**src/design/gemm_pkg.sv**
```systemverilog
`default_nettype none
package gemm_pkg;

  localparam int DIM    = 8;
  localparam int IDX_W  = $clog2(DIM);
  localparam int ADDR_W = 2 * IDX_W;
  localparam int DEPTH  = DIM * DIM;
  localparam int DIM_W  = 4;
  localparam int VAL_W  = 16;
  localparam int ACC_W  = 36;
  localparam int OPY_W  = ACC_W - 8;
  localparam int PROD_W = VAL_W + OPY_W;
  localparam int TOT_W  = PROD_W + 1;
  localparam int CFG_IDX_W = 3;

  typedef enum logic [1:0] {
    CMD_LOAD_A = 2'd0,
    CMD_LOAD_B = 2'd1,
    CMD_LOAD_C = 2'd2,
    CMD_START  = 2'd3
  } cmd_t;

  typedef enum logic [CFG_IDX_W-1:0] {
    CFG_TRANSPOSE_A = 3'd0,
    CFG_TRANSPOSE_B = 3'd1,
    CFG_ROWS_M      = 3'd2,
    CFG_COLS_N      = 3'd3,
    CFG_INNER_K     = 3'd4,
    CFG_ALPHA_GAIN  = 3'd5,
    CFG_BETA_GAIN   = 3'd6
  } cfg_idx_t;

  typedef enum logic [2:0] {
    S_IDLE,
    S_MAC,
    S_ALPHA,
    S_BETA,
    S_FIN,
    S_EMIT
  } state_t;

  typedef enum logic [1:0] {
    MUL_AB,
    MUL_ALPHA,
    MUL_BETA
  } mul_sel_t;

  typedef struct packed {
    logic                    transpose_a;
    logic                    transpose_b;
    logic [DIM_W-1:0]        rows_m;
    logic [DIM_W-1:0]        cols_n;
    logic [DIM_W-1:0]        inner_k;
    logic signed [VAL_W-1:0] alpha_gain;
    logic signed [VAL_W-1:0] beta_gain;
  } cfg_t;

  typedef struct packed {
    logic                    en;
    cmd_t                    sel;
    logic [ADDR_W-1:0]       addr;
    logic signed [VAL_W-1:0] data;
  } store_wr_t;

  typedef struct packed {
    logic [ADDR_W-1:0] a_addr;
    logic [ADDR_W-1:0] b_addr;
    logic [ADDR_W-1:0] c_addr;
  } store_rd_t;

  typedef struct packed {
    logic     acc_clr;
    logic     acc_en;
    logic     mul_en;
    mul_sel_t mul_sel;
    logic     tot_ld;
    logic     res_ld;
  } mac_ctl_t;

  function automatic logic [DIM_W-1:0] clamp_dim(input logic [DIM_W-1:0] d);
    clamp_dim = (d > DIM_W'(DIM)) ? DIM_W'(DIM) : d;
  endfunction

endpackage
`default_nettype wire

```
**src/design/gemm_mac.sv**
```systemverilog
`default_nettype none
module gemm_mac (
  input  wire                                clk,
  input  wire gemm_pkg::mac_ctl_t            ctl,
  input  wire gemm_pkg::cfg_t                cfg,
  input  wire signed [gemm_pkg::VAL_W-1:0]   a_data,
  input  wire signed [gemm_pkg::VAL_W-1:0]   b_data,
  input  wire signed [gemm_pkg::VAL_W-1:0]   c_data,
  output logic signed [gemm_pkg::VAL_W-1:0]  res
);
  import gemm_pkg::*;

  logic signed [VAL_W-1:0]  op_x;
  logic signed [OPY_W-1:0]  op_y;
  logic signed [PROD_W-1:0] prod_w;
  logic signed [PROD_W-1:0] prod_r;
  logic signed [ACC_W-1:0]  acc_r;
  logic signed [TOT_W-1:0]  tot_r;
  logic signed [TOT_W-1:0]  sum_w;
  logic signed [TOT_W-9:0]  shf_w;
  logic signed [VAL_W-1:0]  sat_w;
  logic                     fits_w;

  // one shared multiplier: products, then alpha and beta scaling
  always_comb begin
    case (ctl.mul_sel)
      MUL_AB: begin
        op_x = a_data;
        op_y = {{(OPY_W-VAL_W){b_data[VAL_W-1]}}, b_data};
      end
      MUL_ALPHA: begin
        op_x = cfg.alpha_gain;
        op_y = acc_r[ACC_W-1:8];
      end
      MUL_BETA: begin
        op_x = cfg.beta_gain;
        op_y = {{(OPY_W-VAL_W){c_data[VAL_W-1]}}, c_data};
      end
      default: begin
        op_x = '0;
        op_y = '0;
      end
    endcase
  end

  // a zero gain kills its term even if the other operand was never written
  assign prod_w = (op_x == '0) ? $signed({PROD_W{1'b0}}) : op_x * op_y;

  assign sum_w  = tot_r + TOT_W'(prod_r);
  assign shf_w  = sum_w[TOT_W-1:8];
  assign fits_w = (&shf_w[TOT_W-9:VAL_W-1]) | ~(|shf_w[TOT_W-9:VAL_W-1]);
  assign sat_w  = fits_w ? shf_w[VAL_W-1:0]
                : (shf_w[TOT_W-9] ? {1'b1, {(VAL_W-1){1'b0}}} : {1'b0, {(VAL_W-1){1'b1}}});

  always_ff @(posedge clk) begin
    if (ctl.mul_en) begin
      prod_r <= prod_w;
    end
    if (ctl.acc_clr) begin
      acc_r <= '0;
    end else if (ctl.acc_en) begin
      acc_r <= acc_r + ACC_W'(prod_r);
    end
    if (ctl.tot_ld) begin
      tot_r <= TOT_W'(prod_r);
    end
    if (ctl.res_ld) begin
      res <= sat_w;
    end
  end

endmodule
`default_nettype wire

```
**config.mk**
```make
export PLATFORM = sky130hd
export DESIGN_NAME = gemm_mac
export DESIGN_NICKNAME = d
export VERILOG_FILES = /design/src/design/gemm_pkg.sv /design/src/design/gemm_mac.sv
export SDC_FILE = /design/constraint.sdc
export NUM_CORES = 2
export LEC_CHECK = 0
export ABC_AREA = 1
export BUFFER_PORTS_ARGS = -buffer_cell sky130_fd_sc_hd__buf_2
export CAP_MARGIN = 20
export CORE_AREA = 3 3 265 215
export CTS_CLUSTER_DIAMETER = 200
export DETAILED_ROUTE_END_ITERATION = 6
export DIE_AREA = 0 0 268 218
export HOLD_SLACK_MARGIN = 0.1
export PLACE_DENSITY = 0.75
export SLEW_MARGIN = 20
export SYNTH_ARGS = -nofsm -noshare
export SYNTH_HDL_FRONTEND = slang
export SYNTH_SLANG_ARGS = --single-unit
export TNS_END_PERCENT = 1
```
**constraint.sdc**
```tcl
create_clock -name clk -period 16.9 [get_ports clk]
set_input_delay 2.535 -clock clk [delete_from_list [all_inputs] [get_ports clk]]
set_output_delay 2.535 -clock clk [all_outputs]
set_load 0.02 [all_outputs]
```
==> flow_summary_export.csv <==
group,metric,value,unit
die,rows,77,
final_layout,fin_area,30100,sq um
clocking,clock_sinks,140,
synth,synth_compound_area_frac,0.0811,
clocking,cts_buffers,17,
clocking,ctsResizeCount,0,
worst_setup_path,r2r_slack,9.18,ns
detailed_routing,routed_via_density,5.28,
sta,worst_slew_pin_slew,1.06,ns
clocking,cts.reportedPaths.clkPinSlew,0.06,ns
synth,synth_xor_area_frac,0.0196,
grt,grt_max_degree,45,
clocking,htree_levels,4,
clocking,cts_hold_buf,0,
die,die_w,268,um
worst_setup_path,r2r-end,"prod_r[32]",
detailed_routing,drt-wirelength-per-cell,17.4,um
worst_hold_path,hold_path.class,"flip-flop to flip-flop",
detailed_routing,num_vias,24913,
synth,synthTopCellsByArea,"fa_1 (31%), nand2_1 (15%), inv_1 (14%), edfxtp_1 (11%), ha_1 (8.2%)",
final_layout,fin_util,0.549,
synth,yosysTopAreaCell,"fa_1",
worst_setup_path,worstPathRequired,17.08,ns
clocking,cts_root_buf,"clkbuf_16",
final_layout,fillerInstances,5213,
grt,grt_pass1_wl,130000,um
sta,skew,0.0115,ns
synth,yosys.area_share.simple,0.218,
die,ioPinCount,118,
worst_setup_path,worstSetupStartpointType,"input port",
worst_setup_path,r2r_start,"acc_r[8]",
detailed_routing,drc,0,
synth,yosysMostFrequentCell,"nand2_1",
synth,syn_avg_cell_area,7.17,sq um
die,start_util,0.514,
grt,grt_overflow,0,
clocking,cts_max_path_buffers,2,
worst_setup_path,cp-endpoint,"prod_r[32]",
synth,syn_area,28200,sq um
worst_setup_path,cp.arrival,10.92,ns
synth,synthArstFlopShare,0,
die,core_region_area,54800,sq um
worst_setup_path,startpoint,"ctl[2]",
die,die_h,218,um
detailed_routing,drt_first_iter_violations,2338,
sta,final.setup.worst_slack,6.16,ns
worst_setup_path,worstSetupEndpointType,"flip-flop",
final_layout,finalNetCount,4711,
die,design.die.area,58400,sq um
worst_setup_path,worstRegToRegCells,27,
sta,period_share,0.636,
synth,ys_seq_area_frac,0.137,
detailed_routing,drt-total-wl,82100,um
outcome,status,"finished, final reports clean",
worst_setup_path,crit_fanout,18,
clocking,cts_tree,"yes",
synth,syn_nets,4641,
synth,ys_ff_latch,140,
sta,finalSetupViolCount,0,
clocking,postCtsSetupBuffers,0,
synth,syn_inst,3924,
worst_setup_path,critPathKind,"input port to flip-flop",
sta,drv_slew,0,
synth,synth_top_family_by_area,"adder cells",
flow_run,cap_violations,0,
synth,synth_edf_count,104,
grt,grt_pass1_vias,24038,
final_layout,area_growth,7.00,%
grt,grt_use_total,0.287,
synth,synth_top_area_share,0.307,
placement,pre_cts_ws,5.97,ns
placement,hpwl,67600,um
detailed_routing,postRouteAntennaNets,0,
sta,slew_headroom,0.291,
sta,finalCriticalPeriod,10.74,ns
grt,antenna_found_initial,0,
synth,synthFlopType,"edfxtp_1",
synth,synth_mux_area_frac,0,
sta,max_freq,0.0931,GHz
clocking,clk_latency,0.43,ns
placement,place_congestion,1.00,
sta,setup_tns,0,ns
sta,rsz0062_at_grt,"false",
synth,synth_commonest_cells,"nand2_1 (1,097), inv_1 (1,054), fa_1 (431)",
synth,ys_warn_count,0,
synth,ys_types,48,
placement,place_area,29500,sq um
placement,port_buffers,103,
sta,hold_viol,0,
detailed_routing,dr.pass1.iters,6,
final_layout,antennaDiodeCount,0,
synth,synth_adder_area_share,0.388,
final_layout,layout-drive-gt1-share,0.0539,
==> layout make-up <==
cell class	instances	area (sq um)	share of cell area
clock inverters	12	184	0.00611
inverters	1060	3980	0.132
flip-flops and latches	140	3840	0.128
repair buffers	147	853	0.0283
well taps	711	890	0.0295
clock buffers	20	458	0.0152
multi-input cells	2628	19900	0.661
==> cell families after synthesis <==
| kind of cell | count (synthesis) |
|---|---|
| AO/OA/AOI/OAI | 409 |
| flip-flops | 140 |
| adder cells (fa/ha/maj) | 615 |
| AND/OR/NAND/NOR | 1541 |
| buffers and inverters | 1156 |
| XOR/XNOR | 63 |
==> critical path, cell delays in order <==
cell and delay, ns:
buf_2 0.27, inv_1 0.10, nor2_2 0.48, inv_2 0.41
o21ai_0 0.60, a21oi_1 0.21, inv_1 0.53, nand2_1 0.16
fa_1 0.51, fa_1 0.48, fa_1 0.53, fa_1 0.55
inv_1 0.05, fa_1 0.49, inv_1 0.05, fa_1 0.48
inv_1 0.04, ha_1 0.34, nand2_1 0.11, nor2_1 0.33
nand2_1 0.16, o21ai_0 0.36, a21oi_1 0.17, o21ai_0 0.45
nand2_1 0.11, nand2_1 0.12, a21oi_1 0.07, o21a_1 0.18
==> how the worst min path moves through the flow <==
stage | slack, ns | from | end | depth (start not counted)
after floorplan | 0.43 | prod_r[36] | tot_r[36] | 0
after global placement | 0.45 | prod_r[42] | tot_r[42] | 0
after detailed placement | 0.45 | prod_r[37] | tot_r[37] | 0
after CTS | 0.47 | prod_r[37] | tot_r[37] | 0
after global routing | 0.48 | prod_r[37] | tot_r[37] | 0
final | 0.46 | prod_r[37] | tot_r[37] | 0
==> layer usage <==
metal,vias to the layer above,GRT usage,routed length [um]
met5,-,0,0
met4,0,0.0939,2750
met3,168,0.0837,9370
met2,1155,0.420,34200
met1,11800,0.410,35800
li1,11790,-,-
==> stage by stage <==
step | cells | hold WS [ns]
2_1_floorplan | 3924 | 0.433
3_3_place_gp | 4685 | 0.451
3_5_place_dp | 4686 | 0.450
4_1_cts | 4718 | 0.468
5_1_grt | 4718 | 0.475
6_report | 4718 | 0.463
==> registers in the layout (all words and copies together) (netlist names) <==
register	count
acc_r	36
prod_r	44
tot_r	44
res	16
==> placed cells by master, fill, tap and decap left out, types with 5 or more instances in the layout <==
cell type	instances
xnor2_1	29
buf_2	103
o21a_1	11
nor2_2	11
nand2_2	15
nor2_1	265
o21ai_1	6
edfxtp_1	104
xor2_1	34
o21bai_1	14
nand2_1	1097
dfxtp_1	36
fa_1	431
nand3b_1	5
o211ai_1	27
inv_1	1054
nand3_1	88
a21o_1	10
nor3_1	10
ha_1	184
clkbuf_16	18
a21oi_1	196
buf_4	43
o21ai_0	113
nor4_1	7
a31oi_1	13
a211oi_1	5
nand4_1	31
Power is left out: the tool's default activity adds up to more than one toggle a clock period on the data nets, which glitch-free logic cannot reach.
