File: src/design/gemm_pkg.sv
`default_nettype none
package gemm_pkg;

  localparam int DIM    = 8;
  localparam int IDX_W  = $clog2(DIM);
  localparam int ADDR_W = 2 * IDX_W;
  localparam int DEPTH  = DIM * DIM;
  localparam int DIM_W  = 4;
  localparam int VAL_W  = 16;
  localparam int ACC_W  = 36;
  localparam int OPY_W  = ACC_W - 8;
  localparam int PROD_W = VAL_W + OPY_W;
  localparam int TOT_W  = PROD_W + 1;
  localparam int CFG_IDX_W = 3;

  typedef enum logic [1:0] {
    CMD_LOAD_A = 2'd0,
    CMD_LOAD_B = 2'd1,
    CMD_LOAD_C = 2'd2,
    CMD_START  = 2'd3
  } cmd_t;

  typedef enum logic [CFG_IDX_W-1:0] {
    CFG_TRANSPOSE_A = 3'd0,
    CFG_TRANSPOSE_B = 3'd1,
    CFG_ROWS_M      = 3'd2,
    CFG_COLS_N      = 3'd3,
    CFG_INNER_K     = 3'd4,
    CFG_ALPHA_GAIN  = 3'd5,
    CFG_BETA_GAIN   = 3'd6
  } cfg_idx_t;

  typedef enum logic [2:0] {
    S_IDLE,
    S_MAC,
    S_ALPHA,
    S_BETA,
    S_FIN,
    S_EMIT
  } state_t;

  typedef enum logic [1:0] {
    MUL_AB,
    MUL_ALPHA,
    MUL_BETA
  } mul_sel_t;

  typedef struct packed {
    logic                    transpose_a;
    logic                    transpose_b;
    logic [DIM_W-1:0]        rows_m;
    logic [DIM_W-1:0]        cols_n;
    logic [DIM_W-1:0]        inner_k;
    logic signed [VAL_W-1:0] alpha_gain;
    logic signed [VAL_W-1:0] beta_gain;
  } cfg_t;

  typedef struct packed {
    logic                    en;
    cmd_t                    sel;
    logic [ADDR_W-1:0]       addr;
    logic signed [VAL_W-1:0] data;
  } store_wr_t;

  typedef struct packed {
    logic [ADDR_W-1:0] a_addr;
    logic [ADDR_W-1:0] b_addr;
    logic [ADDR_W-1:0] c_addr;
  } store_rd_t;

  typedef struct packed {
    logic     acc_clr;
    logic     acc_en;
    logic     mul_en;
    mul_sel_t mul_sel;
    logic     tot_ld;
    logic     res_ld;
  } mac_ctl_t;

  function automatic logic [DIM_W-1:0] clamp_dim(input logic [DIM_W-1:0] d);
    clamp_dim = (d > DIM_W'(DIM)) ? DIM_W'(DIM) : d;
  endfunction

endpackage
`default_nettype wire

File: src/design/gemm_ifs.sv
`default_nettype none
interface gemm_in_if;
  import gemm_pkg::*;
  logic                        valid;
  logic                        ready;
  logic [1:0]                  command;
  logic [IDX_W-1:0]            row;
  logic [IDX_W-1:0]            col;
  logic signed [VAL_W-1:0]     value;
  modport source (output valid, command, row, col, value, input ready);
  modport sink (input valid, command, row, col, value, output ready);
endinterface

interface gemm_out_if;
  import gemm_pkg::*;
  logic                        valid;
  logic                        ready;
  logic [IDX_W-1:0]            out_row;
  logic [IDX_W-1:0]            out_col;
  logic signed [VAL_W-1:0]     out_value;
  logic                        last;
  modport source (output valid, out_row, out_col, out_value, last, input ready);
  modport sink (input valid, out_row, out_col, out_value, last, output ready);
endinterface

`default_nettype wire

File: src/design/gemm_seq.sv
`default_nettype none
module gemm_seq (
  input  wire                              clk,
  input  wire                              rst_n,
  input  wire gemm_pkg::cfg_t              cfg,
  input  wire signed [gemm_pkg::VAL_W-1:0] res,
  gemm_in_if.sink                          in_ch,
  gemm_out_if.source                       out_ch,
  output gemm_pkg::store_wr_t              wr,
  output gemm_pkg::store_rd_t              rd,
  output gemm_pkg::mac_ctl_t               ctl
);
  import gemm_pkg::*;

  state_t           state_r, state_nxt;
  logic [IDX_W-1:0] i_r, i_nxt;
  logic [IDX_W-1:0] j_r, j_nxt;
  logic [DIM_W-1:0] p_r, p_nxt;
  logic             v1_r, v1_nxt;
  logic             v2_r, v2_nxt;
  logic [DIM_W-1:0] m_eff, n_eff, k_eff;
  logic             issue;
  logic             last_col, last_row;
  logic             in_fire, out_fire;

  assign m_eff = clamp_dim(cfg.rows_m);
  assign n_eff = clamp_dim(cfg.cols_n);
  assign k_eff = clamp_dim(cfg.inner_k);

  assign last_col = ({1'b0, j_r} == n_eff - DIM_W'(1));
  assign last_row = ({1'b0, i_r} == m_eff - DIM_W'(1));
  assign issue    = (state_r == S_MAC) && (p_r < k_eff);

  assign in_fire  = in_ch.valid && in_ch.ready;
  assign out_fire = out_ch.valid && out_ch.ready;

  assign rd.a_addr = cfg.transpose_a ? {p_r[IDX_W-1:0], i_r} : {i_r, p_r[IDX_W-1:0]};
  assign rd.b_addr = cfg.transpose_b ? {j_r, p_r[IDX_W-1:0]} : {p_r[IDX_W-1:0], j_r};
  assign rd.c_addr = {i_r, j_r};

  assign out_ch.out_row   = i_r;
  assign out_ch.out_col   = j_r;
  assign out_ch.out_value = res;
  assign out_ch.last      = last_row && last_col;

  always_ff @(posedge clk) begin
    if (!rst_n) begin
      state_r <= S_IDLE;
      i_r     <= '0;
      j_r     <= '0;
      p_r     <= '0;
      v1_r    <= 1'b0;
      v2_r    <= 1'b0;
    end else begin
      state_r <= state_nxt;
      i_r     <= i_nxt;
      j_r     <= j_nxt;
      p_r     <= p_nxt;
      v1_r    <= v1_nxt;
      v2_r    <= v2_nxt;
    end
  end

  always_comb begin
    state_nxt    = state_r;
    i_nxt        = i_r;
    j_nxt        = j_r;
    p_nxt        = p_r;
    v1_nxt       = 1'b0;
    v2_nxt       = 1'b0;
    in_ch.ready  = 1'b0;
    out_ch.valid = 1'b0;
    wr.en        = 1'b0;
    wr.sel       = cmd_t'(in_ch.command);
    wr.addr      = {in_ch.row, in_ch.col};
    wr.data      = in_ch.value;
    ctl.acc_clr  = 1'b0;
    ctl.acc_en   = 1'b0;
    ctl.mul_en   = 1'b0;
    ctl.mul_sel  = MUL_AB;
    ctl.tot_ld   = 1'b0;
    ctl.res_ld   = 1'b0;
    case (state_r)
      S_IDLE: begin
        in_ch.ready = 1'b1;
        if (in_fire) begin
          if (cmd_t'(in_ch.command) == CMD_START) begin
            if (m_eff != '0 && n_eff != '0) begin
              state_nxt   = S_MAC;
              i_nxt       = '0;
              j_nxt       = '0;
              p_nxt       = '0;
              ctl.acc_clr = 1'b1;
            end
          end else begin
            wr.en = 1'b1;
          end
        end
      end
      S_MAC: begin
        // read, multiply, accumulate: three-deep pipe over the inner index
        if (issue) begin
          p_nxt = p_r + DIM_W'(1);
        end
        v1_nxt      = issue;
        v2_nxt      = v1_r;
        ctl.mul_en  = v1_r;
        ctl.mul_sel = MUL_AB;
        ctl.acc_en  = v2_r;
        if (!issue && !v1_r && !v2_r) begin
          state_nxt = S_ALPHA;
        end
      end
      S_ALPHA: begin
        ctl.mul_en  = 1'b1;
        ctl.mul_sel = MUL_ALPHA;
        state_nxt   = S_BETA;
      end
      S_BETA: begin
        ctl.tot_ld  = 1'b1;
        ctl.mul_en  = 1'b1;
        ctl.mul_sel = MUL_BETA;
        state_nxt   = S_FIN;
      end
      S_FIN: begin
        ctl.res_ld = 1'b1;
        state_nxt  = S_EMIT;
      end
      S_EMIT: begin
        out_ch.valid = 1'b1;
        if (out_fire) begin
          wr.en   = 1'b1;
          wr.sel  = CMD_LOAD_C;
          wr.addr = {i_r, j_r};
          wr.data = res;
          if (last_row && last_col) begin
            state_nxt = S_IDLE;
          end else begin
            if (last_col) begin
              j_nxt = '0;
              i_nxt = i_r + IDX_W'(1);
            end else begin
              j_nxt = j_r + IDX_W'(1);
            end
            p_nxt       = '0;
            ctl.acc_clr = 1'b1;
            state_nxt   = S_MAC;
          end
        end
      end
      default: begin
        state_nxt = S_IDLE;
      end
    endcase
  end

  a_no_overlap: assert property (@(posedge clk) disable iff (!rst_n)
    !(in_ch.ready && out_ch.valid))
    else $error("input and result channels active together");

  a_p_bound: assert property (@(posedge clk) disable iff (!rst_n)
    (state_r == S_MAC) |-> (p_r <= k_eff))
    else $error("inner index past inner dimension");

  a_last_idle: assert property (@(posedge clk) disable iff (!rst_n)
    (out_fire && out_ch.last) |=> (state_r == S_IDLE))
    else $error("run did not end after last item");

  a_busy_wr_c: assert property (@(posedge clk) disable iff (!rst_n)
    (wr.en && state_r != S_IDLE) |-> (wr.sel == CMD_LOAD_C && out_fire))
    else $error("store write during compute other than c write-back");

  a_pipe_drained: assert property (@(posedge clk) disable iff (!rst_n)
    (state_r == S_ALPHA) |-> (!v1_r && !v2_r))
    else $error("scaling started with products in flight");

endmodule
`default_nettype wire

File: src/flat_wrapper.sv
// flat-port wrapper written by rule: the top's interface ports become plain ports
module gemm_seq_flat import gemm_pkg::*;
  (clk, rst_n, cfg, res, wr, rd, ctl, in_ch_valid, in_ch_command, in_ch_row, in_ch_col, in_ch_value, in_ch_ready, out_ch_valid, out_ch_out_row, out_ch_out_col, out_ch_out_value, out_ch_last, out_ch_ready);
  gemm_in_if in_ch_i ();
  gemm_out_if out_ch_i ();
  input  wire clk;
  input  wire rst_n;
  input  wire gemm_pkg::cfg_t cfg;
  input  wire signed [gemm_pkg::VAL_W-1:0] res;
  output gemm_pkg::store_wr_t wr;
  output gemm_pkg::store_rd_t rd;
  output gemm_pkg::mac_ctl_t ctl;
  input wire logic [$bits(in_ch_i.valid)-1:0] in_ch_valid;
  input wire logic [$bits(in_ch_i.command)-1:0] in_ch_command;
  input wire logic [$bits(in_ch_i.row)-1:0] in_ch_row;
  input wire logic [$bits(in_ch_i.col)-1:0] in_ch_col;
  input wire logic [$bits(in_ch_i.value)-1:0] in_ch_value;
  output wire logic [$bits(in_ch_i.ready)-1:0] in_ch_ready;
  output wire logic [$bits(out_ch_i.valid)-1:0] out_ch_valid;
  output wire logic [$bits(out_ch_i.out_row)-1:0] out_ch_out_row;
  output wire logic [$bits(out_ch_i.out_col)-1:0] out_ch_out_col;
  output wire logic [$bits(out_ch_i.out_value)-1:0] out_ch_out_value;
  output wire logic [$bits(out_ch_i.last)-1:0] out_ch_last;
  input wire logic [$bits(out_ch_i.ready)-1:0] out_ch_ready;
  assign in_ch_i.valid = in_ch_valid;
  assign in_ch_i.command = in_ch_command;
  assign in_ch_i.row = in_ch_row;
  assign in_ch_i.col = in_ch_col;
  assign in_ch_i.value = in_ch_value;
  assign in_ch_ready = in_ch_i.ready;
  assign out_ch_valid = out_ch_i.valid;
  assign out_ch_out_row = out_ch_i.out_row;
  assign out_ch_out_col = out_ch_i.out_col;
  assign out_ch_out_value = out_ch_i.out_value;
  assign out_ch_last = out_ch_i.last;
  assign out_ch_i.ready = out_ch_ready;
  gemm_seq u_core (.clk(clk), .rst_n(rst_n), .cfg(cfg), .res(res), .in_ch(in_ch_i), .out_ch(out_ch_i), .wr(wr), .rd(rd), .ctl(ctl));
endmodule
File: config.mk
export PLATFORM = sky130hd
export DESIGN_NAME = gemm_seq_flat
export DESIGN_NICKNAME = d
export VERILOG_FILES = /design/src/design/gemm_pkg.sv /design/src/design/gemm_ifs.sv /design/src/design/gemm_seq.sv /design/src/flat_wrapper.sv
export SDC_FILE = /design/constraint.sdc
export NUM_CORES = 1
export LEC_CHECK = 0
export BUFFER_PORTS_ARGS = -buffer_cell sky130_fd_sc_hd__buf_4
export CORE_MARGIN = 2
export CORE_UTILIZATION = 35
export CTS_CLUSTER_SIZE = 24
export DETAILED_ROUTE_END_ITERATION = 10
export PLACE_DENSITY_LB_ADDON = 0.2
export SYNTH_ARGS = -nofsm -noshare
export SYNTH_HDL_FRONTEND = slang
export SYNTH_SLANG_ARGS = --single-unit
File: constraint.sdc
create_clock -name clk -period 3.18 [get_ports clk]
set_input_delay 0.159 -clock clk [delete_from_list [all_inputs] [get_ports clk]]
set_output_delay 0.159 -clock clk [all_outputs]
set_load 0.1 [all_outputs]
==> flow_metrics.env, run 1 <==
export IMPL_clockBufferDepth=2
export IMPL_synth_area_leaders="mux2_2, dfxtp_1, buf_4"
export IMPL_firstDrtPassIters=4
export IMPL_ys_seq_area_share_pct=18.0
export IMPL_skew_ns=0.00291
export IMPL_finalHoldViolations=0
export IMPL_dp_slack_ns=0.641
export IMPL_areaGrowthSynthToFinish_pct=55.2
export IMPL_io_buffers=132
export IMPL_synthesis_instances=199
export IMPL_power_leakage_nw=1.27
export IMPL_cp_top_family="buffers and inverters"
export IMPL_dr_first_iter_drc_count=47
export IMPL_drc=0
export IMPL_core_area_sq_um=4660
export IMPL_cts_tree="done"
export IMPL_ios=165
export IMPL_critPathBufInv=3
export IMPL_htree_levels=1
export IMPL_place_area_sq_um=2540
export IMPL_cts_root_buf="clkbuf_8"
export IMPL_cts_sink_count=15
export IMPL_ys_ff_latch=15
export IMPL_antenna_found_initial=0
export IMPL_synthFlopType="dfxtp_1"
export IMPL_drt_wl_total_um=4950
export IMPL_mappedNetlistNets=298
export IMPL_hpwl_um=3960
export IMPL_setup_violations_final=0
export IMPL_worst_path_max_fanout=28
export IMPL_die_height_um=73.0
export IMPL_start_util_pct=35.8
export IMPL_final_common_cell="buf_4"
export IMPL_hold_path_class="input pin to flop"
export IMPL_period_share_pct=77.1
export IMPL_rsz0062_at_grt="false"
export IMPL_final_max_slew_viol_count=0
export IMPL_worstPathRequired_ns=3.02
export IMPL_clk_latency_ns=0.25
export IMPL_die_w_um=73.0
export IMPL_crit_path_max_incr_delay_ns=0.51
export IMPL_ant_nets=0
export IMPL_status="complete, no violations"
export IMPL_register_area_sq_um=303
export IMPL_tightestPinTransition_ns=0.563
export IMPL_grt_pass1_vias=1507
export IMPL_vias=1797
export IMPL_multiInputGateArea_sq_um=1150
export IMPL_cts_setup_buffers=0
export IMPL_yosysUniqueCellTypes=46
export IMPL_antennaDiodeCount=0
export IMPL_clk_pin_slew_worst_paths_ns=0.06
export IMPL_crit_type="flop to output pin"
export IMPL_ir_drop_mv=0.572
export IMPL_avgSynthCellArea_sq_um=8.37
export IMPL_critPathSlowestCell="dfxtp_1"
export IMPL_yosysTopAreaCell="mux2_2"
export IMPL_cts_hold_buf=0
export IMPL_startpoint_type="flop"
export IMPL_vias_per_cell=5.02
export IMPL_cap_violations=0
export IMPL_period_minus_slack_ns=2.45
export IMPL_path_common_cell="buf_4"
export IMPL_fmax_ghz=0.408
export IMPL_grt_pass1_wl_um=7020
export IMPL_track_usage_pct=16.5
export IMPL_p_per_area_nw_per_um2=700
export IMPL_max_slew_margin_rel_pct=62.2
export IMPL_drive_gt1_share_pct=58.9
export IMPL_fillers=455
export IMPL_placementRows=25
export IMPL_grt_max_degree=29
export IMPL_synth_async_reset_ratio_pct=0
export IMPL_setup_slack_ns=0.729
export IMPL_cts_buffers=3
export IMPL_routabilityCongestion=0.796
export IMPL_synth_top_area_share_pct=23.0
export IMPL_ys_warnings_count=0
export IMPL_die_area_sq_um=5330
export IMPL_end_kind="output pin"
export IMPL_finalSetupTns_ns=0
export IMPL_synthesis_area_sq_um=1670
export IMPL_synth_edf_count=0
export IMPL_cp_cell_sequence="nand2b_1 > or2_2 > inv_1 > nand2_1 > buf_4 > mux2_2 > buf_4"
export IMPL_cts_resized_gates=0
export IMPL_worstPathArrival_ns=2.29
export IMPL_final_nets=404
export IMPL_layout_common_cells="buf_4, mux2_2, nand2_1"
export IMPL_wl_per_cell_um=13.8
export IMPL_grt_overflow=0
export IMPL_design_area_sq_um=2590
through the flow:
stage,hold slack (ns),cells,total power (W),utilization (%)
3_5_place_dp,0.459,354,0.00166,54.5
5_1_grt,0.189,358,0.00189,55.5
6_report,0.190,358,0.00181,55.5
4_1_cts,0.189,358,0.00182,55.5
2_1_floorplan,0.365,199,0.00141,-
3_3_place_gp,0.455,354,0.00165,54.5
worst reg2reg max path, delay by kind of cell (launching register included):
family | cells | cell delay [ns]
compound gates | 3 | 0.91
simple gates | 1 | 0.33
xor+xnor | 2 | 0.31
flops | 1 | 0.58
synth_stat cells (all sizes together), types with 2 or more instances:
library cell / n
a21oi: 8
nor3: 2
mux2i: 2
inv: 7
xor2: 3
clkbuf: 5
nor2: 13
nor3b: 5
buf: 27
and2: 3
or3: 4
nand3: 4
o21ai: 7
nand2b: 6
mux2: 34
ha: 9
a311oi: 4
xnor2: 4
nor2b: 2
dfxtp: 15
a31oi: 2
nand2: 14
o211ai: 3
sequential cells by signal, summed over array words and instances, names as in the netlist:
name                   count
u_core.v1_r                1
u_core.out_ch.out_col      3
u_core.p_r                 4
u_core.state_r             3
u_core.out_ch.out_row      3
u_core.v2_r                1
routing by layer:
metal  vias up  part of all wire, %  track usage (%)
li1        901                    -                -
met1       803                   40             18.6
met2        91                   50             30.6
met3         2                  9.9             5.11
met4         0                 0.28             2.47
met5         -                    0                0
layout make-up:
cell class                 instances  share of cell area, %
multi-input combinational        145                   44.3
timing repair buffer             133                   38.6
sequential                        15                   11.7
tap                               54                   2.61
clock buffer                       4                   1.74
inverter                           7                   1.02
final timing paths:
check	end	startpoint	cells after the start	slack [ns]
setup / recovery	wr[0]	u_core.state_r[2]	7	0.73
hold / removal	u_core.state_r[1]	rst_n	2	0.19
setup reg to reg	u_core.out_ch.out_row[2]	u_core.out_ch.out_col[2]	6	1.00
hold reg to reg	u_core.p_r[3]	u_core.p_r[3]	1	0.50
cells by family after synthesis:
logic type | after synthesis | synth area share (%)
buffers and inverters | 39 | 14.3
xor gates and xnor gates | 7 | 3.68
DFF | 15 | 18.0
muxes | 36 | 24.2
and+or+nand+nor | 60 | 19.4
adders and majority gates | 9 | 6.76
AOI/OAI and AO/OA | 33 | 13.7
where the power goes:
part	leakage (nW)	total, W	internal, W	switching, W
Sequential	0.123	0.000280	0.000219	0.0000608
Combinational	1.13	0.00137	0.000338	0.00103
Clock	0.0228	0.000161	0.0000890	0.0000719
Total	1.27	0.00181	0.000647	0.00116
Power figures use the tool's default switching activity.
==> inputs of run 2 (changes only) <==
Clock period 3.18 ns to 2.5 ns, I/O delays scaled along.
==> run 2 against run 1 <==
Combinational power rose by 34%. Setup slack worse by 0.51 ns. Sequential share of layout area down 0.13 points. First-iteration DRC count rose by 38%. Non-clock buffer count up 4. Via count grew 2.4%. Cell count is 1.1% higher. Flip-flop and latch count did not move. Critical endpoint unchanged. Largest cell class unchanged.
==> flow_metrics.env, run 2 (synthesis results as in run 1) <==
export IMPL_drt_wl_total_um=5100
export IMPL_crit_type="flop to output pin"
export IMPL_ir_drop_mv=0.535
export IMPL_firstDrtPassIters=4
export IMPL_wl_per_cell_um=14.1
export IMPL_cts_root_buf="clkbuf_8"
export IMPL_rr_startpoint="u_core.out_ch.out_row[2]"
export IMPL_antenna_found_initial=0
export IMPL_grt_pass1_vias=1673
export IMPL_hpwl_um=4200
export IMPL_tightestPinTransition_ns=0.422
export IMPL_cts_setup_buffers=0
export IMPL_htree_levels=1
export IMPL_startpoint_type="flop"
export IMPL_largest_reg_flops=4
export IMPL_ant_nets=0
export IMPL_p_int_w=0.000896
export IMPL_worst_path_max_fanout=28
export IMPL_antennaDiodeCount=0
export IMPL_drive_gt1_share_pct=62.3
export IMPL_die_area_sq_um=5330
export IMPL_worstPathArrival_ns=2.16
export IMPL_cap_violations=0
export IMPL_period_share_pct=91.4
export IMPL_power_leakage_nw=1.30
export IMPL_worstPathRequired_ns=2.38
export IMPL_cts_tree="done"
export IMPL_vias=1840
export IMPL_final_max_slew_viol_count=0
export IMPL_fillers=437
export IMPL_switching_share_pct=62.6
export IMPL_p_sw_w=0.00150
export IMPL_track_usage_pct=17.7
export IMPL_period_minus_slack_ns=2.29
export IMPL_clockBufferDepth=2
export IMPL_regToRegSetupSlack_ns=0.42
export IMPL_finalNonFillerCells=362
export IMPL_end_kind="output pin"
export IMPL_dp_slack_ns=0.135
export IMPL_ios=165
export IMPL_grt_overflow=0
export IMPL_seqPwrFrac_pct=15.1
export IMPL_start_util_pct=35.8
export IMPL_clk_pin_slew_worst_paths_ns=0.07
export IMPL_die_w_um=73.0
export IMPL_areaGrowthSynthToFinish_pct=59.5
export IMPL_clk_latency_ns=0.25
export IMPL_routabilityCongestion=0.749
export IMPL_placementRows=25
export IMPL_hold_path_class="input pin to flop"
export IMPL_grt_max_degree=29
export IMPL_crit_start="u_core.state_r[1]"
export IMPL_setup_violations_final=0
export IMPL_cts_buffers=3
export IMPL_grt_pass1_wl_um=7670
export IMPL_dp_cells=358
export IMPL_rr_endpoint="u_core.p_r[2]"
export IMPL_final_common_cell="buf_4"
export IMPL_cts_sink_count=15
export IMPL_critPathCapture="wr[0]"
export IMPL_final_nets=408
export IMPL_vias_per_cell=5.08
export IMPL_clkPwrFrac_pct=8.4
export IMPL_status="complete, no violations"
export IMPL_top_register="u_core.p_r"
export IMPL_skew_ns=0.00721
export IMPL_setup_slack_ns=0.214
export IMPL_io_buffers=132
export IMPL_cts_hold_buf=0
export IMPL_cts_resized_gates=0
export IMPL_power_share_combinational_pct=76.5
export IMPL_rsz0062_at_grt="false"
export IMPL_register_area_sq_um=308
export IMPL_layout_common_cells="buf_4, mux2_2, nand2_1, nor2_1"
export IMPL_dr_first_iter_drc_count=65
export IMPL_reg2reg_depth=6
export IMPL_place_area_sq_um=2600
export IMPL_fmax_ghz=0.438
export IMPL_finalHoldViolations=0
export IMPL_die_height_um=73.0
export IMPL_p_per_area_nw_per_um2=902
export IMPL_core_area_sq_um=4660
export IMPL_design_area_sq_um=2660
export IMPL_multiInputGateArea_sq_um=1180
export IMPL_drc=0
export IMPL_max_slew_margin_rel_pct=71.7
==> run 2: cell count changes in the layout (fill, tap and decap cells not counted), moves of 2 or more <==
cell	previous run	this run
dfxtp_1	13	9
dfxtp_2	2	6
and2_4	0	2
buf_4	133	137
==> run 2: layout make-up <==
type / instances / area share, %
multi-input combinational: 145 / 44.4
tap: 54 / 2.54
sequential: 15 / 11.6
inverter: 7 / 1.13
clock buffer: 4 / 1.69
timing repair buffer: 137 / 38.7
==> run 2: how the worst min path moves through the flow <==
stage,slack [ns],cells past startpoint,to,from
2_1_floorplan,0.33,3,u_core.state_r[2],out_ch_ready
3_3_place_gp,0.42,2,u_core.state_r[1],rst_n
3_5_place_dp,0.43,2,u_core.state_r[1],rst_n
4_1_cts,0.15,2,u_core.state_r[1],rst_n
5_1_grt,0.16,2,u_core.state_r[1],rst_n
6_report,0.17,2,u_core.state_r[1],rst_n
==> run 2: routing by layer <==
layer  share of wire, %  track usage [%]  up-vias
met1                 41             22.6      847
met3                7.2             4.83        2
li1                   -                -      919
met2                 52             30.3       72
met4               0.16             2.67        0
met5                  0                0        -
==> run 2: critical path: stages (launching register included) <==
cell and delay (ns):
dfxtp_1 0.47, nand2b_1 0.18, or2_2 0.19, clkinvlp_4 0.19, nand2_8 0.25, mux2_2 0.37, buf_4 0.23
==> run 2: per-stage QoR <==
step           util, %  hold WS, ns  setup TNS, ns  power [W]
3_3_place_gp      55.9        0.422              0    0.00219
5_1_grt           57.0        0.162              0    0.00250
6_report          57.0        0.166              0    0.00240
2_1_floorplan        -        0.331          -1.57    0.00181
4_1_cts           56.8        0.153              0    0.00241
3_5_place_dp      55.9        0.426              0    0.00220
==> run 2: power by group through the flow <==
stage	combinational (W)	sequential (W)	clock (W)
after detailed placement	0.00183	0.000367	0
after global placement	0.00182	0.000368	0
after floorplan	0.00145	0.000357	0
after CTS	0.00184	0.000362	0.000208
final	0.00183	0.000362	0.000202
after global routing	0.00191	0.000372	0.000217
==> inputs of run 3 (changes only) <==
Settings changed: CELL_PAD_IN_SITES_DETAIL_PLACEMENT from default to 1, CELL_PAD_IN_SITES_GLOBAL_PLACEMENT from default to 2, CORE_MARGIN 2 to default, CORE_UTILIZATION 35 to 17.
==> run 3 against run 2 <==
Non-clock buffer count increased by 4. Design area grew 4.5%. Wire length grew 22%. Clock-buffer cell count shrank 1. Maximum frequency down 1.4%. Utilization decreased by 27 points. Clock power is essentially flat. Flip-flop and latch count did not move. Critical endpoint is now out_ch_last. Largest power group unchanged. Highest routed layer unchanged.
==> flow_metrics.env, run 3 (synthesis results as in run 1) <==
export IMPL_end_kind="output pin"
export IMPL_io_buffers=132
export IMPL_setup_violations_final=0
export IMPL_worstPathArrival_ns=2.19
export IMPL_core_area_sq_um=9370
export IMPL_rr_endpoint="u_core.p_r[2]"
export IMPL_crit_cells=5
export IMPL_finalHoldViolations=0
export IMPL_reg2reg_depth=6
export IMPL_whs_ns=0.165
export IMPL_cts_tree="done"
export IMPL_drive_gt1_share_pct=63.1
export IMPL_cp_cell_sequence="xnor2_1 > or4b_1 > a31oi_1 > and2_4 > buf_4"
export IMPL_hold_path_class="input pin to flop"
export IMPL_wl_per_cell_um=14.1
export IMPL_final_common_cell="buf_4"
export IMPL_setup_slack_ns=0.181
export IMPL_cts_buffers=3
export IMPL_htree_levels=1
export IMPL_antenna_found_initial=0
export IMPL_period_share_pct=92.8
export IMPL_crit_path_max_incr_delay_ns=0.51
export IMPL_grt_pass1_wl_um=9280
export IMPL_design_area_sq_um=2780
export IMPL_worst_path_max_fanout=8
export IMPL_status="complete, no violations"
export IMPL_skew_ns=0.00391
export IMPL_p_per_area_nw_per_um2=885
export IMPL_crit_start="u_core.out_ch.out_row[2]"
export IMPL_final_max_slew_viol_count=0
export IMPL_ant_nets=0
export IMPL_grt_pass1_vias=1836
export IMPL_clk_latency_ns=0.25
export IMPL_die_height_um=101
export IMPL_drt_wl_total_um=6220
export IMPL_finalSetupTns_ns=0
export IMPL_drc=0
export IMPL_grt_overflow=0
export IMPL_firstDrtPassIters=4
export IMPL_regToRegSetupSlack_ns=0.42
export IMPL_cts_sink_count=15
export IMPL_grt_max_degree=29
export IMPL_placementRows=35
export IMPL_final_nets=412
export IMPL_rsz0062_at_grt="false"
export IMPL_layout_common_cells="buf_4, mux2_2, nand2_1, nor2_1"
export IMPL_routabilityCongestion=0.696
export IMPL_areaGrowthSynthToFinish_pct=66.7
export IMPL_max_slew_margin_rel_pct=72.1
export IMPL_startpoint_type="flop"
export IMPL_top_register="u_core.p_r"
export IMPL_clk_pin_slew_worst_paths_ns=0.07
export IMPL_cp_top_family="simple AND/OR/NAND/NOR gates"
export IMPL_period_minus_slack_ns=2.32
export IMPL_dp_slack_ns=0.0600
export IMPL_hpwl_um=5030
export IMPL_rr_startpoint="u_core.out_ch.out_row[2]"
export IMPL_critPathCapture="out_ch_last"
export IMPL_critPathBufInv=1
export IMPL_cts_setup_buffers=0
export IMPL_die_area_sq_um=10200
export IMPL_critPathSlowestCell="or4b_1"
export IMPL_antennaDiodeCount=0
export IMPL_vias=1909
export IMPL_ir_drop_mv=0.537
export IMPL_cap_violations=0
export IMPL_die_w_um=101
export IMPL_worstPathRequired_ns=2.38
export IMPL_largest_reg_flops=4
export IMPL_place_area_sq_um=2730
export IMPL_crit_type="flop to output pin"
export IMPL_tightestPinTransition_ns=0.416
export IMPL_clockBufferDepth=2
export IMPL_fmax_ghz=0.431
export IMPL_dr_first_iter_drc_count=54
export IMPL_power_leakage_nw=1.33
export IMPL_power_total_w=0.00246
export IMPL_start_util_pct=17.8
export IMPL_cts_root_buf="clkbuf_8"
export IMPL_track_usage_pct=11.6
export IMPL_ios=165
export IMPL_vias_per_cell=4.33
-- run 3: how the worst min path moves through the flow --
stage	from	end	slack (ns)	cells after the start
floorplan	out_ch_ready	u_core.state_r[2]	0.33	3
global placement	rst_n	u_core.state_r[0]	0.43	3
detailed placement	rst_n	u_core.state_r[1]	0.43	2
CTS	rst_n	u_core.state_r[1]	0.16	2
global route	rst_n	u_core.state_r[1]	0.18	2
finish	rst_n	u_core.state_r[0]	0.17	3
-- run 3: power by group --
group          leakage (nW)  switching (W)  total (W)  internal, W
Sequential            0.124      0.0000610   0.000341     0.000280
Combinational          1.18        0.00138    0.00191     0.000531
Clock                0.0255      0.0000925   0.000203     0.000110
-- run 3: per-stage QoR --
| stage | cells | util, % |
|---|---|---|
| 2_1_floorplan | 199 | - |
| 3_3_place_gp | 437 | 29.1 |
| 3_5_place_dp | 437 | 29.1 |
| 4_1_cts | 441 | 29.6 |
| 5_1_grt | 441 | 29.7 |
| 6_report | 441 | 29.7 |
-- run 3: worst register-to-register path, delay by kind of cell (launching register included) --
kind	cells	cell delay [ns]
AO/OA/AOI/OAI	3	0.87
XOR/XNOR	1	0.13
flip-flops	1	0.41
AND/OR/NAND/NOR	2	0.58
-- run 3: layer usage --
metal	track usage (%)	wire, um
met1	13.8	2580
met2	21.1	3060
met3	2.70	561
met4	2.01	19
met5	0	0
-- run 3: repair_timing --
| item | 4_1_cts | 5_1_grt |
|---|---|---|
| endpoints found under the setup margin | 0 | 23 |
| resized for setup | 0 | 2 |
| hold buffers | 0 | 0 |
| endpoints found under the hold margin | 0 | 0 |
-- run 3: layout make-up --
cell class,count,area [sq um]
Clock buffer,3,41.3
Tap cell,129,161
Timing Repair Buffer,141,1060
Fill cell,1164,6590
Sequential cell,15,308
Clock inverter,1,5.00
Inverter,7,30.0
Multi-Input combinational cell,145,1170
